$ cat config.mk
export PLATFORM = sky130hd
export DESIGN_NAME = wams_row_scan
export DESIGN_NICKNAME = d
export VERILOG_FILES = /design/src/rtl/wams_pkg.sv /design/src/rtl/wams_row_scan.sv
export SDC_FILE = /design/constraint.sdc
export NUM_CORES = 1
export LEC_CHECK = 0
export BUFFER_PORTS_ARGS = -buffer_cell sky130_fd_sc_hd__buf_2
export CORE_AREA = 3 3 415 417
export CTS_CLUSTER_SIZE = 28
export DETAILED_ROUTE_END_ITERATION = 16
export DIE_AREA = 0 0 418 420
export PLACE_DENSITY = 0.33
export SYNTH_ARGS = -nofsm -noshare
export SYNTH_HDL_FRONTEND = slang
export SYNTH_SLANG_ARGS = --single-unit
$ cat constraint.sdc
create_clock -name aclk -period 1.7 [get_ports aclk]
set_input_delay 0.085 -clock aclk [delete_from_list [all_inputs] [get_ports aclk]]
set_output_delay 0.085 -clock aclk [all_outputs]
set_load 0.03 [all_outputs]
$ cat src/rtl/wams_pkg.sv
package wams_pkg;

    // matrix geometry
    localparam int MAX_VERTS   = 64;
    localparam int WEIGHT_BITS = 16;
    localparam int VIDX_W      = $clog2(MAX_VERTS);
    localparam int VCNT_W      = VIDX_W + 1;
    localparam int ECNT_W      = 16;
    localparam int CFG_IDX_W   = 8;
    localparam int CFG_DATA_W  = 16;

    // operation codes
    typedef enum logic [2:0] {
        FN_CLEAR  = 3'd0,
        FN_ADD    = 3'd1,
        FN_REMOVE = 3'd2,
        FN_LOOKUP = 3'd3,
        FN_NEXT   = 3'd4,
        FN_EMPTY  = 3'd5
    } func_t;

    // result status codes
    localparam logic [1:0] ST_OK        = 2'd0;
    localparam logic [1:0] ST_INVALID   = 2'd1;
    localparam logic [1:0] ST_NOT_FOUND = 2'd2;

    // register indexes
    localparam logic [CFG_IDX_W-1:0] REG_VERTEX_COUNT = 8'd0;
    localparam logic [CFG_IDX_W-1:0] REG_EMPTY_WEIGHT = 8'd1;

    typedef logic [MAX_VERTS-1:0][WEIGHT_BITS-1:0] row_t;

    typedef struct packed {
        logic [2:0]             func;
        logic [VIDX_W-1:0]      vertex_a;
        logic [VCNT_W-1:0]      vertex_b;
        logic [WEIGHT_BITS-1:0] weight;
    } item_t;

    typedef struct packed {
        logic [1:0]             status;
        logic                   present;
        logic [WEIGHT_BITS-1:0] weight_out;
        logic [VIDX_W-1:0]      next_vertex;
        logic [ECNT_W-1:0]      edge_count;
    } res_t;

    typedef struct packed {
        logic              we;
        logic [VIDX_W-1:0] waddr;
        row_t              wdata;
        logic              re;
        logic [VIDX_W-1:0] raddr;
    } ram_req_t;

    typedef struct packed {
        logic              load;
        logic [VCNT_W-1:0] lo;
        logic [VCNT_W-1:0] hi;
    } scan_req_t;

    typedef struct packed {
        logic              found;
        logic [VIDX_W-1:0] idx;
    } scan_res_t;

endpackage

$ cat src/rtl/wams_row_scan.sv
module wams_row_scan
    import wams_pkg::*;
(
    input  logic                   aclk,
    input  scan_req_t              req,
    input  row_t                   row,
    input  logic [WEIGHT_BITS-1:0] ev,
    output scan_res_t              res
);

    logic [MAX_VERTS-1:0] hit_reg;
    logic [MAX_VERTS-1:0] hit_next;
    logic [VIDX_W-1:0]    idx;

    // presence bitmap, limited to the cursor window
    always_comb begin
        for (int i = 0; i < MAX_VERTS; i++) begin
            hit_next[i] = (row[i] != ev) && (VCNT_W'(i) >= req.lo) && (VCNT_W'(i) < req.hi);
        end
    end

    always_ff @(posedge aclk) begin
        if (req.load) begin
            hit_reg <= hit_next;
        end
    end

    // lowest set bit wins
    always_comb begin
        idx = '0;
        for (int i = MAX_VERTS - 1; i >= 0; i--) begin
            if (hit_reg[i]) begin
                idx = VIDX_W'(i);
            end
        end
    end

    assign res.found = |hit_reg;
    assign res.idx   = idx;

endmodule

==> flow_summary.json <==
{
  "gr-usage-met3_pct": 1.98,
  "seq_area_frac_synth_pct": 12.0,
  "postRouteAntennaNets": 0,
  "violations": "setup timing",
  "maxCapViolCount": 0,
  "nNetsFinal": 4510,
  "cp-start-kind": "register",
  "place_hpwl_um": 131000,
  "vias_per_cell": 3.74,
  "setup_viol": 8,
  "row_count": 151,
  "globalRoute.busiestLayer": "met2",
  "grt.total_usage_pct": 16.5,
  "grt_pass1_vias": 22200,
  "ctsHoldBuffers": 0,
  "syn_area_mm2": 0.0160,
  "io_buffers": 1062,
  "mostFrequentLayoutCell": "buf_2",
  "antenna_found_initial": 66,
  "place_ws_ps": -1010,
  "fillers": 19100,
  "drt_first_pass_iters": 5,
  "gp_congestion": 0.900,
  "rsz0062_at_grt": "yes",
  "clock-root-buffer": "clkbuf_16",
  "use_met2_pct": 30.9,
  "hold_viol": 0,
  "largest_register_ff_count": 64,
  "worstSetupEndpointType": "primary output",
  "drc": 0,
  "p_leak_nw": 12.9,
  "finalCriticalPeriod_ps": 2350,
  "routed_wl_um": 154000,
  "clk_pin_slew_ps": 60,
  "powerDensity_mw_per_mm2": 387,
  "worstPathRequired_ps": 1620,
  "syn_inst": 1881,
  "fin_crit_sh_pct": 138,
  "max_freq_ghz": 0.426,
  "die_area_mm2": 0.176,
  "cts_sinks": 64,
  "worst_pin_slew_ps": 742,
  "final_cell_mix": "1039 x buf_2, 907 x xnor2_1, 514 x buf_4",
  "holdWs_ps": 157,
  "syn-num-nets": 2937,
  "setup.worst_path.end": "res[2]",
  "cts_tree": "yes",
  "grt_max_degree": 41,
  "hold_path.class": "primary input to register",
  "outcome": "complete, but fails checks",
  "synth_cell_types": 57,
  "drtIter0Drc": 1330,
  "die_h_um": 420,
  "drive_gt1_share_pct": 56.3,
  "crit_start": "hit_reg[58]",
  "overflow": 0,
  "ys_warn_count": 0,
  "grt_pass1_wl_um": 197000,
  "cts_buffer_depth": 2,
  "cts_max_level": 3,
  "slew_headroom_pct": 50.0,
  "area_delta_synth_final_pct": 100,
  "fin_setup_tns_ps": -3940,
  "coreArea_mm2": 0.169,
  "ios": 1063,
  "drv_slew": 0,
  "synth_area_per_cell_um2": 8.48,
  "wl_per_cell_um": 27.0,
  "cts_buffers": 9,
  "cp_max_fo": 3,
  "grtUsageMet1_pct": 19.9,
  "ys_ff_latch": 64,
  "die_x_um": 418,
  "cp.arrival_ps": 2260,
  "initial_core_util_pct": 9.43,
  "path_class": "register to primary output",
  "num_vias": 21300,
  "worst_slack_ps": -649,
  "ir_worst_vdd_v": 0.000428
}
[kinds of logic (layout without fill, tap and decap cells)]
logic type      Yosys count  in the layout  synth area share [%]
compound gates          135            135                  5.90
xor+xnor               1024           1024                  56.2
buf+inv                 150           1728                  7.26
flops                    64             64                  12.0
other cells               0             17                     0
simple gates            508            508                  18.6
[worst min path at each step]
stage | startpoint | slack (ps) | end | cells after the start
after global routing | req[14] | 150 | hit_reg[4] | 1
final | req[14] | 160 | hit_reg[4] | 1
after CTS | req[14] | 160 | hit_reg[4] | 1
after floorplan | req[14] | 200 | hit_reg[0] | 0
after global placement | req[14] | 540 | hit_reg[4] | 1
after detailed placement | req[14] | 520 | hit_reg[4] | 1
[final cells by class]
cell class	instances	area [um^2]	share of cell area [%]
multi-input combinational	1667	15100	47.1
timing repair buffer	1697	11800	36.8
tap	2218	2780	8.68
sequential	64	1920	6.01
clock buffer	9	225	0.705
clock inverter	7	119	0.372
inverter	15	56.3	0.176
antenna	17	42.5	0.133
[metrics by stage]
step / power, mW / utilization [%] / instances / cell area (um^2)
floorplan: 5.26 / - / 1881 / 16000
global placement: 9.17 / 16.3 / 5520 / 27600
detailed placement: 9.11 / 16.3 / 5521 / 27600
CTS: 12.2 / 18.3 / 5638 / 30900
global route: 13.0 / 18.9 / 5686 / 31900
finish: 12.4 / 18.9 / 5694 / 32000
[Yosys cell counts (all sizes together)]
master   number  area, um^2
nand3         6        30.0
o21ai        20         100
nor3b         4        30.0
or4           3        30.0
or3           5        36.3
nand2        28         105
a21oi        45         225
nand2b        2        15.0
a211oi        3        22.5
xnor2      1008        8830
nand4       254        1590
nor3         30         155
o2bb2ai       1        8.76
clkbuf       12        46.3
o211ai        5        42.5
and2b         1        8.76
and3          3        18.8
buf         123        1060
edfxtp       64        1920
inv          15        56.3
or2           7        43.8
o21a          3        22.5
a2111oi      40         374
o221ai        1        8.76
a21o          2        15.0
nor4         93         594
a21boi        1        11.3
and2          6        37.5
xor2         16         140
o2111ai       3        26.3
o22ai         3        18.8
nand3b        2        15.0
o21bai        1        7.51
a221oi        1        8.76
nor2b         2        15.0
o221a         1        11.3
o31a          1        8.76
nor2         61         231
a31oi         1        6.26
o31ai         3        22.5
or2b          1        7.51
[worst max-delay path, stage by stage (launching register included)]
cell and delay (ps):
edfxtp_1 440, or4_4 550, o211ai_2 170, a31oi_2 110, o21ai_1 150, nand2_1 110, a21boi_4 230, buf_12 150
[what timing repair did]
action                     in CTS  in global routing
gates cloned                    5                  1
pin swaps                     104                115
setup endpoints to repair      63                 51
resized for setup             320                131
buffers inserted              103                 52
[report_power, final]
group / total, mW / internal, mW / switching, mW / leakage, nW
registers: 2.02 / 1.89 / 0.136 / 0.613
clock network: 2.20 / 1.44 / 0.763 / 0.164
logic: 8.16 / 4.20 / 3.96 / 12.1
[layer usage]
layer | routed length [um] | share of wire [%] | vias up
met3 | 7380 | 4.8 | 200
met5 | 48 | 0.031 | -
met4 | 4470 | 2.9 | 8
li1 | - | - | 9791
met2 | 79900 | 52 | 925
met1 | 61900 | 40 | 10400
Power figures use the tool's default switching activity.
